## src/hdl/dmif_pkg.sv

```systemverilog
// Shared constants and types for the diamond mean image filter.
package dmif_pkg;

    localparam int PIX_W        = 8;
    localparam int HALF_W       = 3;
    localparam int DIM_W        = 11;
    localparam int CFG_IDX_W    = 2;
    localparam int MAX_HALF_DEF = 7;
    localparam int MAX_COLS_DEF = 1024;

    localparam logic [CFG_IDX_W-1:0] CFG_HALF = 2'd0;
    localparam logic [CFG_IDX_W-1:0] CFG_COLS = 2'd1;
    localparam logic [CFG_IDX_W-1:0] CFG_ROWS = 2'd2;

    // Per-cycle commands broadcast to every window cell
    typedef struct packed {
        logic shift_row;
        logic push_col;
        logic acc_clr;
        logic acc_en;
        logic chain_en;
    } t_cell_ctl;

endpackage

```

## src/hdl/dmif_div.sv

```systemverilog
// Divide by the diamond mask count through a table of reciprocals and one multiply.
module dmif_div import dmif_pkg::*; #(
    parameter int MAX_HALF = MAX_HALF_DEF,
    parameter int HIDX_W   = 3,
    parameter int NUM_W    = 15,
    parameter int DEN_W    = 7
) (
    input  logic              i_clk,
    input  logic              i_rst_n,
    input  logic              i_start,
    input  logic [NUM_W-1:0]  i_num,
    input  logic [HIDX_W-1:0] i_half,
    output logic              o_done,
    output logic [NUM_W-1:0]  o_quo
);

    // Shift wide enough that the rounded-up reciprocal is exact for every numerator
    localparam int SHIFT  = NUM_W + DEN_W;
    localparam int REC_W  = SHIFT + 1;
    localparam int PROD_W = NUM_W + REC_W;

    logic [REC_W-1:0]  w_recip [MAX_HALF+1];
    logic              r_busy;
    logic              r_done;
    logic [NUM_W-1:0]  r_num;
    logic [REC_W-1:0]  r_rec;
    logic [NUM_W-1:0]  r_quo;
    logic [PROD_W-1:0] prod;

    for (genvar g = 0; g <= MAX_HALF; g++) begin : g_recip
        localparam longint MASK  = longint'(2 * g * g + 2 * g + 1);
        localparam longint RECIP = ((longint'(1) << SHIFT) + MASK - 1) / MASK;
        assign w_recip[g] = REC_W'(RECIP);
    end

    always_ff @(posedge i_clk) begin
        if (!i_rst_n) begin
            r_busy <= 1'b0;
            r_done <= 1'b0;
        end else begin
            r_busy <= i_start;
            r_done <= r_busy;
        end
    end

    assign prod = PROD_W'(r_num) * PROD_W'(r_rec);

    always_ff @(posedge i_clk) begin
        if (i_start) begin
            r_num <= i_num;
            r_rec <= w_recip[i_half];
        end
        if (r_busy) begin
            r_quo <= prod[SHIFT +: NUM_W];
        end
    end

    assign o_done = r_done;
    assign o_quo  = r_quo;

endmodule

```

## config.mk

```make
export PLATFORM = sky130hd
export DESIGN_NAME = dmif_div
export DESIGN_NICKNAME = d
export VERILOG_FILES = /design/src/hdl/dmif_pkg.sv /design/src/hdl/dmif_div.sv
export SDC_FILE = /design/constraint.sdc
export NUM_CORES = 1
export LEC_CHECK = 0
export BUFFER_PORTS_ARGS = -buffer_cell sky130_fd_sc_hd__buf_4
export CAP_MARGIN = 20
export CORE_MARGIN = 2
export CORE_UTILIZATION = 60
export DETAILED_ROUTE_END_ITERATION = 8
export PLACE_DENSITY = 0.77
export SYNTH_ARGS = -nofsm -noshare
export SYNTH_HDL_FRONTEND = slang
export SYNTH_SLANG_ARGS = --single-unit
```

## constraint.sdc

```tcl
create_clock -name i_clk -period 8.7 [get_ports i_clk]
set_input_delay 1.305 -clock i_clk [delete_from_list [all_inputs] [get_ports i_clk]]
set_output_delay 1.305 -clock i_clk [all_outputs]
set_load 0.05 [all_outputs]
```

Word-level counts from Yosys, hierarchy flattened:

Memories as Yosys holds them, arrays and structs flattened. A register that Yosys moved wholly into a read port is not among the register bits.
Cells that the tools add are included.

* register bits after elaboration: 32
* bits in latches: 0
* memory bits (writable): 0
* ROM bits: 184
* bits of input ports: 21
* output and inout bits: 16
* logic and storage cells: 7
* memories kept: 1

* add/sub/neg operators: 0
* $mul: 1
* divide/modulo/power cells: 0
* magnitude comparators: 0
* equal/unequal tests: 0
* shift-type cells: 0
* muxes and demuxes: 0
* bitwise operators: 1
* reductions and logical operators: 0

Memories
* (name not given): depth 8, bits a word 23, rd ports 1, clocked after memory_dff 1, wr ports 0, RTL line dmif_div.sv:51 `r_rec <= w_recip[i_half];`

Operators with widths (count)
* $mul A15 B23 Y37: 1
* $not A3 Y4: 1

Longest topological paths before layout:

* word-level depth: 1
* gate-level depth with buffers: 23
* mapped depth without buffers: 22

Worst setup path before layout:

Ideal clock, no wire load.

* path type: reg-to-reg
* start: register r_num[1]
* end: register r_quo[9], in the netlist o_quo[9] (data pin)
* arrival time: 5501 ps
* data required time: 8437 ps
* path slack: 2936 ps
* cell stages (with the launch flop): 22
* path buffers: 1
* period minus slack after synthesis: 5764 ps
* cell sequence: edfxtp_1 clkbuf_1 nand2_1 inv_1 fa_1 inv_1 fa_1 inv_1 fa_1 inv_1 fa_1 fa_1 fa_1 inv_1 ha_1 nand3_1 nor2_1 a221oi_1 o211a_1 o41ai_4 a211oi_1 xnor2_1

* word-level cells in the longest chain between the ends: 1

RTL lines
* from (decl): RTL line dmif_div.sv:25 `logic [NUM_W-1:0] r_num;`
* from (signal assigned): RTL line dmif_div.sv:50 `r_num <= i_num;`
* $mul A15 B23 Y37: RTL line dmif_div.sv:46 `assign prod = PROD_W'(r_num) * PROD_W'(r_rec);`
* net prod[31]: RTL line dmif_div.sv:28 `logic [PROD_W-1:0] prod;`
* to (signal assigned): RTL line dmif_div.sv:54 `r_quo <= prod[SHIFT +: NUM_W];`
* to (decl): RTL line dmif_div.sv:27 `logic [NUM_W-1:0] r_quo;`

The timed path passes the listed nets, and every way through them passes these cells.
A chain may end at the register's enable or synchronous reset.

Final worst setup path:

* start: register r_rec[9]
* end: register r_quo[8], in the netlist o_quo[8] (data pin)

* word-level cells in the longest chain between the ends: 1

RTL lines
* from (decl): RTL line dmif_div.sv:26 `logic [REC_W-1:0] r_rec;`
* $mul A15 B23 Y37: RTL line dmif_div.sv:46
* net prod[30]: RTL line dmif_div.sv:28

The timed path passes the listed nets, and every way through them passes these cells.

==> impl_results.md <==
- Status: complete, no violations
- Pre-CTS setup slack: roughly 2300 ps
- Crit share post-route: 0.7394
- Crit path time final: 6433 ps
- Post-CTS setup buffer count: 0
- Post-Route WL: 25.41 mm
- Post-DR vias/cell: approximately 5.6
- Worst path arrival time: between 6000 and 7000 ps
- Core outline area: roughly 19,000 sq um
- Sink Count: 50
- Most used cell, CP: fa_1
- Post-synth cell types: 45
- Mapped Nets: ~1,600
- Crit-path max FO: 15
- Antenna violations before repair: 0
- CTS HTree Levels: 2
- Synthesis Warnings: 0
- Detailed placement HPWL: approximately 21 mm
- Largest net degree at the start of global routing: 35
- CP bufs+invs: 5
- Die ar.: around 20,000 sq um
- Overflow after GRT: 0
- DIE WIDTH: 142.4 microns
- Final setup fails: 0
- Sequential share of the synthesized area: 0.1289
- Register bit total from synthesis: 50
- Syn Inst Count: roughly 1,200
- Num CTS Buffers: 5
- GPL Wtd Cong: approximately 0.9
- Critical path's top delay family: adder cells
- Die height: approximately 140 microns
- CTS tree: done
- Setup TNS: 0 ps
- Max stage delay on crit path: 670 ps
- Worst min path class: reg2reg
- WL/cell: 17.74 microns
- Slew @ Worst Pin: roughly 710 ps
- Worst-path clk slew: 70 ps
- R2R cell count: 20
- Cell area after technology mapping: approximately 11,000 sq um
- Hold path cells: 0
- Max-Cap Viols: 0
- Final setup margin: 2267 ps
- Drc violations: 0
- Hold_buf cts: 0
- CTS root buffer: clkbuf_16
- Final hold viol count: 0
- Max Slew Vio Count: 0
- Number of global-route vias before repair: roughly 8,600
- Crit-path slowest cell: edfxtp_1
- Synth Area per Inst: a little under 10 sq um
- Final ANT Viol Nets: 0
- Hold Path Sink: o_quo[8]
- Initial DRC Count: roughly 490
- DR vias: about 8,000
- Worst-Skew Late Latency: 290 ps
- Crit-path cells: nand2_1, inv_1, fa_1, inv_1, fa_1, inv_1, fa_1, inv_1, fa_1, fa_1, fa_1, inv_1, ha_1, nand3_1, o22ai_1, a21oi_1, o22ai_1, a211oi_1, o21ai_0, xor2_1
- # diodes: 0
- RR Startpoint: r_rec[9]
- Buffers on Ports: 36
- Fmax: roughly 0.16 GHz
- First-pass detailed-route iteration total: 5
- Critical path capture point type: flop
- EDFF count, synth: 48
- Post-synth top flop: edfxtp_1
- Worst EP required: 8740 ps
- Num rows: 50
- CTS-repair resized insts: 0
- WS Path Type: reg2reg
- Share of layout cells above drive strength 1: 0.04174
- Hold path start: r_busy
- Initial Util: 0.6125
- Synth-to-Final Area Change: 4.756%
- R2R Path End: o_quo[8]
- NumNets Final: approximately 1,600
- Clock Skew: roughly 10 ps
- Levels on crit path: 20
- Rel. slew slack: 0.5283
- Async SR Flop Fraction: 0
- R2r setup slk: 2270 ps
- First-pass GRT wire length: about 43 mm
- Deepest clock path buffer count: 2
- GRT Total Usage: 0.2756
- I/O Pins: 37
- Startpoint types: flop
- RSZ-0062 raised after global routing: no
==> cells in the mapped netlist, types with 7 or more instances <==
| cell type | count | share of area |
|---|---|---|
| a21o_1 | 12 | 0.0078 |
| a21oi_1 | 40 | 0.017 |
| and2_1 | 159 | 0.087 |
| clkbuf_1 | 41 | 0.013 |
| edfxtp_1 | 48 | 0.13 |
| fa_1 | 242 | 0.42 |
| ha_1 | 107 | 0.12 |
| inv_1 | 285 | 0.093 |
| nand2_1 | 135 | 0.044 |
| nand3_1 | 7 | 0.0030 |
| nand4_1 | 10 | 0.0054 |
| nor2_1 | 18 | 0.0059 |
| nor2b_1 | 8 | 0.0044 |
| o21ai_0 | 20 | 0.0087 |
| xnor2_1 | 11 | 0.0084 |
| xor2_1 | 7 | 0.0053 |
==> layout make-up <==
type                       count  area, sq um
timing repair buffer          37        277.8
tap                          234        292.8
multi-input combinational    818         8780
clock inverter                 1        7.507
clock buffer                   7        132.6
sequential                    50         1481
fill                        1577         6726
inverter                     285         1070
==> state kept, by name, indices dropped and copies added (netlist names) <==
signal and cells:
r_num 15, o_done 1, r_busy 1, o_quo 15, r_rec 18
==> layout by cell type (no fill, tap or decap), types with 7 or more instances in the layout <==
| master | instances |
|---|---|
| fa_1 | 242 |
| buf_4 | 37 |
| a21o_1 | 12 |
| o21ai_0 | 20 |
| a21oi_1 | 40 |
| and2_1 | 159 |
| nor2b_1 | 8 |
| xnor2_1 | 11 |
| xor2_1 | 7 |
| nand4_1 | 10 |
| ha_1 | 107 |
| edfxtp_1 | 48 |
| nor2_1 | 18 |
| nand3_1 | 7 |
| nand2_1 | 135 |
| inv_1 | 285 |
==> layer usage <==
layer  GRT usage  vias up  part of all wire
li1            -     3609                 -
met1      0.3568     4042              0.40
met2      0.4912      241              0.52
met3     0.01952       63             0.040
met4      0.1016        0             0.041
met5           0        -                 0
==> how the worst max path moves through the flow <==
| stage | startpoint | slack, ps | endpoint |
|---|---|---|---|
| detailed placement | r_num[7] | 2340 | o_quo[8] |
| global route | r_num[1] | 1960 | o_quo[11] |
| finish | r_rec[9] | 2270 | o_quo[8] |
| CTS | r_num[1] | 2330 | o_quo[8] |
| floorplan | r_num[1] | 2940 | o_quo[9] |
| global placement | r_num[13] | 2390 | o_quo[14] |
==> cells by family after synthesis <==
kind of cell | share of synthesized area
buffers and inverters | 0.1073
XOR/XNOR | 0.01371
flip-flops | 0.1289
AO/OA/AOI/OAI | 0.05497
adder cells (fa/ha/maj) | 0.5379
AND/OR/NAND/NOR | 0.1572
==> per-stage QoR <==
step	std cells	util	hold WS [ps]	area [sq um]
finish	1432	0.6416	780.7	12040
global placement	1424	0.6341	768.6	11900
floorplan	1196	-	674.7	11490
CTS	1432	0.6416	779.8	12040
global route	1432	0.6416	819.3	12040
detailed placement	1424	0.6341	763.3	11900
Power is not shown: default switching activity piles up to over one toggle a cycle in this logic, so the estimate is an artifact.
