`src/hdl/dmif_pkg.sv`:
```
// Shared constants and types for the diamond mean image filter.
package dmif_pkg;

    localparam int PIX_W        = 8;
    localparam int HALF_W       = 3;
    localparam int DIM_W        = 11;
    localparam int CFG_IDX_W    = 2;
    localparam int MAX_HALF_DEF = 7;
    localparam int MAX_COLS_DEF = 1024;

    localparam logic [CFG_IDX_W-1:0] CFG_HALF = 2'd0;
    localparam logic [CFG_IDX_W-1:0] CFG_COLS = 2'd1;
    localparam logic [CFG_IDX_W-1:0] CFG_ROWS = 2'd2;

    // Per-cycle commands broadcast to every window cell
    typedef struct packed {
        logic shift_row;
        logic push_col;
        logic acc_clr;
        logic acc_en;
        logic chain_en;
    } t_cell_ctl;

endpackage

```
`src/hdl/dmif_cell.sv`:
```
// One window row: pixel registers, masked row accumulator and partial-sum stage.
module dmif_cell import dmif_pkg::*; #(
    parameter int WIN      = 15,
    parameter int CELL_IDX = 0,
    parameter int POS_W    = 4,
    parameter int ACC_W    = 12,
    parameter int SUM_W    = 15
) (
    input  logic             i_clk,
    input  t_cell_ctl        i_ctl,
    input  logic [POS_W-1:0] i_pos,
    input  logic [POS_W-1:0] i_ctr,
    input  logic [POS_W-1:0] i_half,
    input  logic [PIX_W-1:0] i_col,
    output logic [PIX_W-1:0] o_col,
    input  logic [SUM_W-1:0] i_psum,
    output logic [SUM_W-1:0] o_psum
);

    localparam logic [POS_W-1:0] IDX = POS_W'(CELL_IDX);

    logic [PIX_W-1:0] r_row [WIN];
    logic [ACC_W-1:0] r_acc;
    logic [SUM_W-1:0] r_psum;
    logic [POS_W-1:0] dy;
    logic [POS_W-1:0] dx;
    logic             hit;

    assign dy  = (IDX >= i_ctr) ? IDX - i_ctr : i_ctr - IDX;
    assign dx  = (i_pos >= i_ctr) ? i_pos - i_ctr : i_ctr - i_pos;
    assign hit = ({1'b0, dx} + {1'b0, dy}) <= {1'b0, i_half};

    // Shift the row left, then take the new right-hand pixel from the neighbor
    always_ff @(posedge i_clk) begin
        if (i_ctl.shift_row) begin
            for (int p = 0; p < WIN - 1; p++) begin
                r_row[p] <= r_row[p+1];
            end
        end
        if (i_ctl.push_col) begin
            r_row[WIN-1] <= i_col;
        end
    end

    always_ff @(posedge i_clk) begin
        if (i_ctl.acc_clr) begin
            r_acc <= '0;
        end else if (i_ctl.acc_en && hit) begin
            r_acc <= r_acc + ACC_W'(r_row[i_pos]);
        end
    end

    always_ff @(posedge i_clk) begin
        if (i_ctl.chain_en) begin
            r_psum <= i_psum + SUM_W'(r_acc);
        end
    end

    assign o_col  = r_row[WIN-1];
    assign o_psum = r_psum;

endmodule

```
`config.mk`:
```
export PLATFORM = sky130hd
export DESIGN_NAME = dmif_cell
export DESIGN_NICKNAME = d
export VERILOG_FILES = /design/src/hdl/dmif_pkg.sv /design/src/hdl/dmif_cell.sv
export SDC_FILE = /design/constraint.sdc
export NUM_CORES = 1
export LEC_CHECK = 0
export ABC_AREA = 1
export BUFFER_PORTS_ARGS = -buffer_cell sky130_fd_sc_hd__buf_4
export CAP_MARGIN = 10
export CORE_MARGIN = 2
export CORE_UTILIZATION = 60
export DETAILED_ROUTE_END_ITERATION = 10
export MAX_ROUTING_LAYER = met4
export PLACE_DENSITY_LB_ADDON = 0.05
export SYNTH_ARGS = -nofsm -noshare
export SYNTH_HDL_FRONTEND = slang
export SYNTH_SLANG_ARGS = --single-unit
```
`constraint.sdc`:
```
create_clock -name i_clk -period 5.7 [get_ports i_clk]
set_clock_uncertainty 0.1 [all_clocks]
set_input_delay 1.71 -clock i_clk [delete_from_list [all_inputs] [get_ports i_clk]]
set_output_delay 1.71 -clock i_clk [all_outputs]
set_load 0.02 [all_outputs]
```
# Word level (Yosys, flattened, before mapping)
# Memories as Yosys holds them, arrays and structs flattened.
# Index checks and enable logic that the tools add are counted.
classes:
  div: 0
  muxes: 6
  shifts: 0
  n_eq_ne: 0
  n_addsub: 6
  n_bitwise: 0
  n_reduce_logical: 1
  order_cmp: 3
  multipliers: 0
ops:
  columns: ["op", "n"]
  rows:
  - ["$add 15x12->15", 1]
  - ["$add 12x8->12", 1]
  - ["$mux 4", 2]
  - ["$sub 4x4->4", 2]
  - ["$add 4x4->5", 1]
  - ["$le 5x4->1", 1]
  - ["$ge 1x4->1 const A", 1]
  - ["$ge 4x4->1", 1]
  - ["$mux 1", 4]
  - ["$sub 1x4->4 const A", 1]
  - ["$logic_and 1x1->1", 1]
word_totals:
  input_bits: 41
  ramBits: 120
  latch_bits: 0
  mem_bits_ro: 0
  elab_cells: 19
  ff_bits: 27
  memories: 1
mem_list:
  columns: ["name", "depth", "width", "rd", "rd_clocked_by_memory_dff", "wr", "line", "source"]
  rows:
  - ["r_row", 15, 8, 15, 0, 15, "dmif_cell.sv:22", "logic [PIX_W-1:0] r_row [WIN];"]

# Logic depth before layout (Yosys ltp)
# Gate-level depths: netlist of the first run.
logic_depth:
  word_depth: 5
  ltp_mapped: 28
  mapped_depth_nobuf: 26

# Worst setup path before layout of the first run
# No wires, ideal clock.
synth_timing:
  kind: "input to register"
  start: "input i_pos[0]"
  end: "register r_acc[10]"
  t_arrival_ns: 4.914
  slack_ns: 0.577
  stages: 27
  path_buffers: 3
  setup_ns: 0.109
  path_cell_list: "inv_2 buf_6 buf_6 ha_1 inv_1 fa_1 a21o_1 a21oi_1 o21ai_1 o21ai_0 inv_1 ha_1 a21oi_1 nand2_1 xor2_1 ha_1 nand2_1 nand2_1 nor2_1 nand2_1 nand2_2 nand2_4 inv_6 buf_12 nand3_2 nand2_1 inv_1"
synth_via:
  elab_chain_len: 5
  elab_cells_between_ends: 9
  classes_between: "add/sub: 4; order compare: 2; mux: 1; reduce/logical: 1; memory: 1"
synth_lines:
  columns: ["item", "line", "source"]
  rows:
  - ["start: declaration", "dmif_cell.sv:11", "input logic [POS_W-1:0] i_pos,"]
  - ["$sub 4x4->4 or $ge 4x4->1 (tied branches)", "dmif_cell.sv:30", "assign dx = (i_pos >= i_ctr) ? i_pos - i_ctr : i_ctr - i_pos;"]
  - ["$mux 4", "dmif_cell.sv:30", null]
  - ["$add 4x4->5", "dmif_cell.sv:31", "assign hit = ({1'b0, dx} + {1'b0, dy}) <= {1'b0, i_half};"]
  - ["$le 5x4->1", "dmif_cell.sv:31", null]
  - ["$logic_and 1x1->1", "dmif_cell.sv:48", "end else if (i_ctl.acc_en && hit) begin"]
  - ["end signal: assignment", "dmif_cell.sv:49", "r_acc <= r_acc + ACC_W'(r_row[i_pos]);"]
  - ["end: declaration", "dmif_cell.sv:23", "logic [ACC_W-1:0] r_acc;"]
# Parallel ways exist; a longest one is shown, timed or not.
# A chain may end at the register's enable or synchronous reset.

# Worst setup path after layout of the first run
layout_timing:
  start: "input i_pos[1]"
  end: "register r_acc[8]"
# The elaborated chain is that of the path after synthesis.

==> impl_metrics.tcl, run 1 <==
set metrics [dict create \
    nNetsFinal 799 \
    crit_path_frequent_cell "nand2_1" \
    cts_tree "built" \
    htreeDepth 4 \
    drc_errors 0 \
    synth-async-reset-ratio_pct 0 \
    r2r_start "r_row[13][0]$_DFFE_PP_" \
    dieArea_sq_mm 0.0130 \
    clk_path_buf_depth 2 \
    grt_pass1_vias 5011 \
    io_pins 64 \
    rows 40 \
    leakage_nw 3.37 \
    io_buffers 63 \
    final_core_utilization_pct 70.3 \
    post-cts-setup-buffer-count 0 \
    drtPass1Iterations 6 \
    synth_top_area_share_pct 55.9 \
    max_stage_delay_ps 370 \
    grt_first_pass_wirelength_microns 23600 \
    cp-start-kind "input pin" \
    die_w_microns 114 \
    critPathSlowestCell "buf_4" \
    ys_seq_area_share_pct 59.3 \
    drt-initial-drc-count 554 \
    antenna_left 0 \
    finalCriticalPeriod_ps 4840 \
    drive_above_1_share_pct 15.7 \
    path_delay_family "adder cells" \
    synth_edf_count 135 \
    drv_cap 0 \
    wirelength_microns 14500 \
    routed-via-count 5057 \
    finalCritPeriodShare_pct 84.8 \
    report.final.slew_viol_count 0 \
    whs_ps 346 \
    cellPowerDensity_mw_per_mm2 380 \
    relSlewSlack_pct 28.6 \
    worstMarginPinSlew_ps 1070 \
    critPathBufInv 4 \
    avgSynthCellArea_sq_um 11.0 \
    netlist_area_sq_mm 0.00725 \
    crit_chain "buf_4, inv_2, ha_1, a21o_1, a21oi_1, o21ai_1, nand2_1, o21ai_0, inv_1, ha_1, a21oi_1, nand2_1, xor2_1, ha_1, nand2_1, nand2_1, nor2_1, nand2_1, nand2_2, nand2_4, inv_6, nand3_1, nand2_1, nor2_1" \
    syn_nets 739 \
    diodes 0 \
    critPathKind "input pin to register" \
    synth-seq-cells 147 \
    ff2ff_path_depth 15 \
    synth_top_area_cell "edfxtp_1" \
    hold_depth 0 \
    cts_resized 0 \
    holdPathEnd "r_row[5][6]$_DFFE_PP_" \
    path_clk_slew_ps 60 \
    max_freq_mhz 207 \
    clk_latency_ps 420 \
    grt_antenna_before_repair 0 \
    grt_usage_pct 24.3 \
    dieHeight_microns 114 \
    grt_overflow 0 \
    cts_hold_buf 0 \
    ys_top_cells_by_area "edfxtp_1 56%, ha_1 6.0%, nand2_1 4.7%, nor2_1 4.3%, o21ai_0 4.0%" \
    ys_types 39 \
    yosys_warnings 0 \
    hold_path_startpoint "r_row[6][6]$_DFFE_PP_" \
    end_kind "register" \
    cp_max_fo 39 \
    hp-class "register to register" \
    arrival_ps 5050 \
    pre_cts_slack_ps 422 \
    hold_violations 0 \
    setup_viol 0 \
    viasPerCell 5.76 \
    cts-buffers-inserted 17 \
    dp_hpwl_microns 9340 \
    fin_tns_setup_ps 0 \
    start_util_pct 60.8 \
    rsz0062_at_grt "false" \
    crit_required_ps 5920 \
    coreArea_sq_mm 0.0119 \
    outcome "finished, final reports clean" \
    worst_r2r_endpoint "r_acc[8]$_SDFFE_PP0P_" \
    place.gp.congestion 0.878 \
    clk_root_buffer_cell "clkbuf_16" \
    wl_per_cell_microns 16.5 \
    ir_drop_v 0.000371 \
    final_cell_mix "135 x edfxtp_1, 91 x nand2_1, 83 x nor2_1" \
    area_delta_synth_final_pct 15.5 \
    rrSetupSlack_ps 3240 \
    synthFlopType "edfxtp_1" \
    clock-sinks 147 \
    netlist_instances 658 \
    final_common_cell "edfxtp_1" \
    grt_max_degree 86 \
    worst_slack_ps 865 \
]
==> metrics by stage <==
| step | power, mW | cells | cell area (sq um) |
|---|---|---|---|
| 4_1_cts | 3.20 | 878 | 8370 |
| 2_1_floorplan | 1.82 | 658 | 7250 |
| 5_1_grt | 3.33 | 878 | 8370 |
| 6_report | 3.18 | 878 | 8370 |
| 3_3_place_gp | 1.97 | 846 | 7730 |
| 3_5_place_dp | 2.00 | 846 | 7730 |
==> routing by layer <==
layer  GRT usage, %  share of wire [%]  routed length, microns  up-vias
li1               -                  -                       -     2457
met1           32.4                 46                    6700     2412
met2           36.5                 47                    6800      173
met3           6.59                5.7                     821       15
met4           8.29                1.0                     151        0
met5              -                  0                       0        -
==> how the worst max path moves through the flow <==
stage	depth (start not counted)	slack [ps]	start	end
final	24	860	i_pos[1]	r_acc[8]$_SDFFE_PP0P_
after global routing	23	550	i_pos[1]	r_acc[3]$_SDFFE_PP0P_
after CTS	21	860	i_pos[1]	r_acc[8]$_SDFFE_PP0P_
after detailed placement	20	420	i_pos[1]	r_acc[1]$_SDFFE_PP0P_
after global placement	23	570	i_pos[1]	r_acc[9]$_SDFFE_PP0P_
after floorplan	27	580	i_pos[0]	r_acc[10]$_SDFFE_PP0P_
==> kinds of logic (layout without fill, tap and decap cells) <==
group / count (synthesis) / count (layout) / synth area share (%)
buf+inv: 80 / 153 / 5.68
compound gates: 158 / 158 / 12.9
flops: 147 / 147 / 59.3
xor+xnor: 22 / 22 / 2.66
simple gates: 211 / 211 / 12.0
fa+ha+maj: 40 / 40 / 7.42
==> cells in the mapped netlist, types with 5 or more instances <==
cell and n:
fa_1 5, inv_1 50, o22ai_1 6, a21oi_1 43
o21ai_0 58, nor2_1 83, xnor2_1 8, buf_2 8
nand2_1 91, buf_6 8, o211ai_1 6, nand3_1 23
edfxtp_1 135, xor2_1 14, o221ai_1 17, ha_1 35
dfxtp_1 12, o21ai_1 12, buf_4 5
==> power breakdown <==
| group | switching, mW | total (mW) | internal, mW |
|---|---|---|---|
| logic | 0.382 | 0.626 | 0.243 |
| registers | 0.0569 | 1.36 | 1.30 |
| clock network | 0.427 | 1.20 | 0.776 |
==> layout make-up <==
type,count,area [sq um]
Sequential cell,147,4290
Fill cell,862,3540
Multi-Input combinational cell,431,2540
Timing Repair Buffer,68,510
Clock buffer,19,433
Clock inverter,13,206
Inverter,53,204
Tap cell,147,184
==> sequential cells by signal (all words and copies together), names as in the netlist <==
signal / flops
r_row: 120
o_psum: 15
r_acc: 12
(Power assumes the default switching activity.)
==> run 2: changes to the inputs <==
==> constraint.sdc (replaced) <==
create_clock -name i_clk -period 4.8 [get_ports i_clk]
set_clock_uncertainty 0.1 [all_clocks]
set_input_delay 1.44 -clock i_clk [delete_from_list [all_inputs] [get_ports i_clk]]
set_output_delay 1.44 -clock i_clk [all_outputs]
set_load 0.02 [all_outputs]
==> impl_metrics.tcl, run 2 (same netlist as run 1, synthesis figures left out) <==
set metrics [dict create \
    routed-via-count 5030 \
    cellPowerDensity_mw_per_mm2 437 \
    r2r_start "r_row[13][0]$_DFFE_PP_" \
    dp_hpwl_microns 9680 \
    setup_viol 0 \
    diodes 0 \
    drive_above_1_share_pct 16.0 \
    rrSetupSlack_ps 2290 \
    ff2ff_path_depth 15 \
    hp-class "register to register" \
    cp_max_fo 17 \
    cts_tree "built" \
    p_sw_mw 1.00 \
    drv_cap 0 \
    final_cell_mix "135 x edfxtp_1, 91 x nand2_1, 83 x nor2_1" \
    outcome "finished, final reports clean" \
    pwr-share-seq_pct 44.2 \
    dieHeight_microns 114 \
    rows 40 \
    p_sw_share_pct 27.6 \
    nNetsFinal 802 \
    wl_per_cell_microns 16.5 \
    clk_path_buf_depth 2 \
    cts-buffers-inserted 17 \
    fin_tns_setup_ps 0 \
    hold_depth 0 \
    start_util_pct 60.8 \
    relSlewSlack_pct 45.3 \
    grt_overflow 0 \
    grt_max_degree 68 \
    antenna_left 0 \
    ir_drop_v 0.000305 \
    wirelength_microns 14500 \
    area_delta_synth_final_pct 15.1 \
    whs_ps 343 \
    die_w_microns 114 \
    largest_register_ffs 120 \
    final_core_utilization_pct 70.0 \
    cp-start-kind "input pin" \
    clk_latency_ps 420 \
    post-cts-setup-buffer-count 0 \
    clk_root_buffer_cell "clkbuf_16" \
    crit_required_ps 5000 \
    power_frac_clock_pct 35.1 \
    hold_path_startpoint "r_row[10][3]$_DFFE_PP_" \
    drtPass1Iterations 5 \
    cts_resized 0 \
    report.final.slew_viol_count 0 \
    intPower_mw 2.64 \
    registers.top_by_ff_count "r_row" \
    pwr-share-comb_pct 20.7 \
    place.gp.congestion 0.921 \
    drt-initial-drc-count 528 \
    finalCritPeriodShare_pct 93.6 \
    power.total_mw 3.64 \
    clock-sinks 147 \
    viasPerCell 5.73 \
    rsz0062_at_grt "false" \
    max_freq_mhz 222 \
    grt_antenna_before_repair 0 \
    grt_first_pass_wirelength_microns 23500 \
    drc_errors 0 \
    dieArea_sq_mm 0.0130 \
    path_clk_slew_ps 60 \
    worst_r2r_endpoint "r_acc[6]$_SDFFE_PP0P_" \
    htreeDepth 4 \
    finalCriticalPeriod_ps 4490 \
    critPathKind "input pin to register" \
    worstMarginPinSlew_ps 820 \
    arrival_ps 4700 \
    fillers 885 \
    coreArea_sq_mm 0.0119 \
    final_common_cell "edfxtp_1" \
    leakage_nw 3.35 \
    holdPathEnd "r_row[9][3]$_DFFE_PP_" \
    grt_usage_pct 24.3 \
    grt_pass1_vias 4871 \
    hold_violations 0 \
    io_buffers 63 \
    io_pins 64 \
    cts_hold_buf 0 \
    end_kind "register" \
]
-- run 2: changes by cell type in the layout (fill, tap and decap cells not counted) --
cell | before | now
clkinv_4 | 3 | 2
clkinv_1 | 1 | 2
clkinvlp_4 | 1 | 2
ha_4 | 0 | 1
buf_4 | 68 | 71
o21ai_2 | 4 | 5
clkbuf_1 | 2 | 1
inv_6 | 2 | 1
o21ai_1 | 12 | 11
bufinv_16 | 5 | 3
ha_1 | 35 | 34
-- run 2: worst max-delay path by stage --
stage,from,to,slack [ps],depth (start not counted)
6_report,i_pos[0],r_acc[2]$_SDFFE_PP0P_,310,22
5_1_grt,i_pos[0],r_acc[1]$_SDFFE_PP0P_,40,22
4_1_cts,i_pos[0],r_acc[9]$_SDFFE_PP0P_,350,23
3_5_place_dp,i_pos[0],r_acc[9]$_SDFFE_PP0P_,-80,23
3_3_place_gp,i_pos[0],r_acc[9]$_SDFFE_PP0P_,80,23
2_1_floorplan,i_pos[0],r_acc[9]$_SDFFE_PP0P_,40,24
-- run 2: power by group through the flow --
stage,Sequential (mW),Clock (mW),Combinational [mW]
2_1_floorplan,1.66,0,0.502
6_report,1.61,1.28,0.754
3_5_place_dp,1.63,0,0.751
3_3_place_gp,1.63,0,0.731
5_1_grt,1.62,1.35,0.851
4_1_cts,1.61,1.30,0.755
-- run 2: critical path, cell delays in order --
cell and delay, ps:
buf_4 120, inv_2 50, ha_1 150, inv_1 60
fa_1 400, a21o_1 170, a21oi_1 160, o21ai_2 100
o21ai_0 240, inv_1 90, fa_1 410, xnor2_1 150
ha_1 320, nand2_1 90, nor2_2 100, nor2_1 50
nand2_1 80, nand2_2 70, nand2_4 110, inv_6 80
o21ai_0 170, a21oi_1 60
-- run 2: per-layer routing --
metal | up-vias | track usage, % | wire length [microns]
met5 | - | - | 0
met2 | 181 | 36.2 | 6750
met3 | 21 | 5.10 | 818
met4 | 0 | 11.1 | 280
li1 | 2461 | - | -
met1 | 2367 | 32.5 | 6630
-- run 2: metrics by stage --
step           worst slack (ps)  cells  cell area [sq um]
2_1_floorplan              36.9    658               7260
3_3_place_gp               76.3    849               7770
3_5_place_dp              -84.0    849               7770
4_1_cts                     354    878               8340
5_1_grt                    36.2    878               8340
6_report                    305    878               8340
-- run 2: final cells by class --
type / instances / area [sq um] / share of cell area [%]
multi-input cells: 431 / 2560 / 30.7
flip-flops and latches: 147 / 4290 / 51.5
clock buffers: 18 / 429 / 5.14
inverters: 53 / 204 / 2.44
repair buffers: 71 / 533 / 6.39
clock inverters: 11 / 140 / 1.68
well taps: 147 / 184 / 2.20
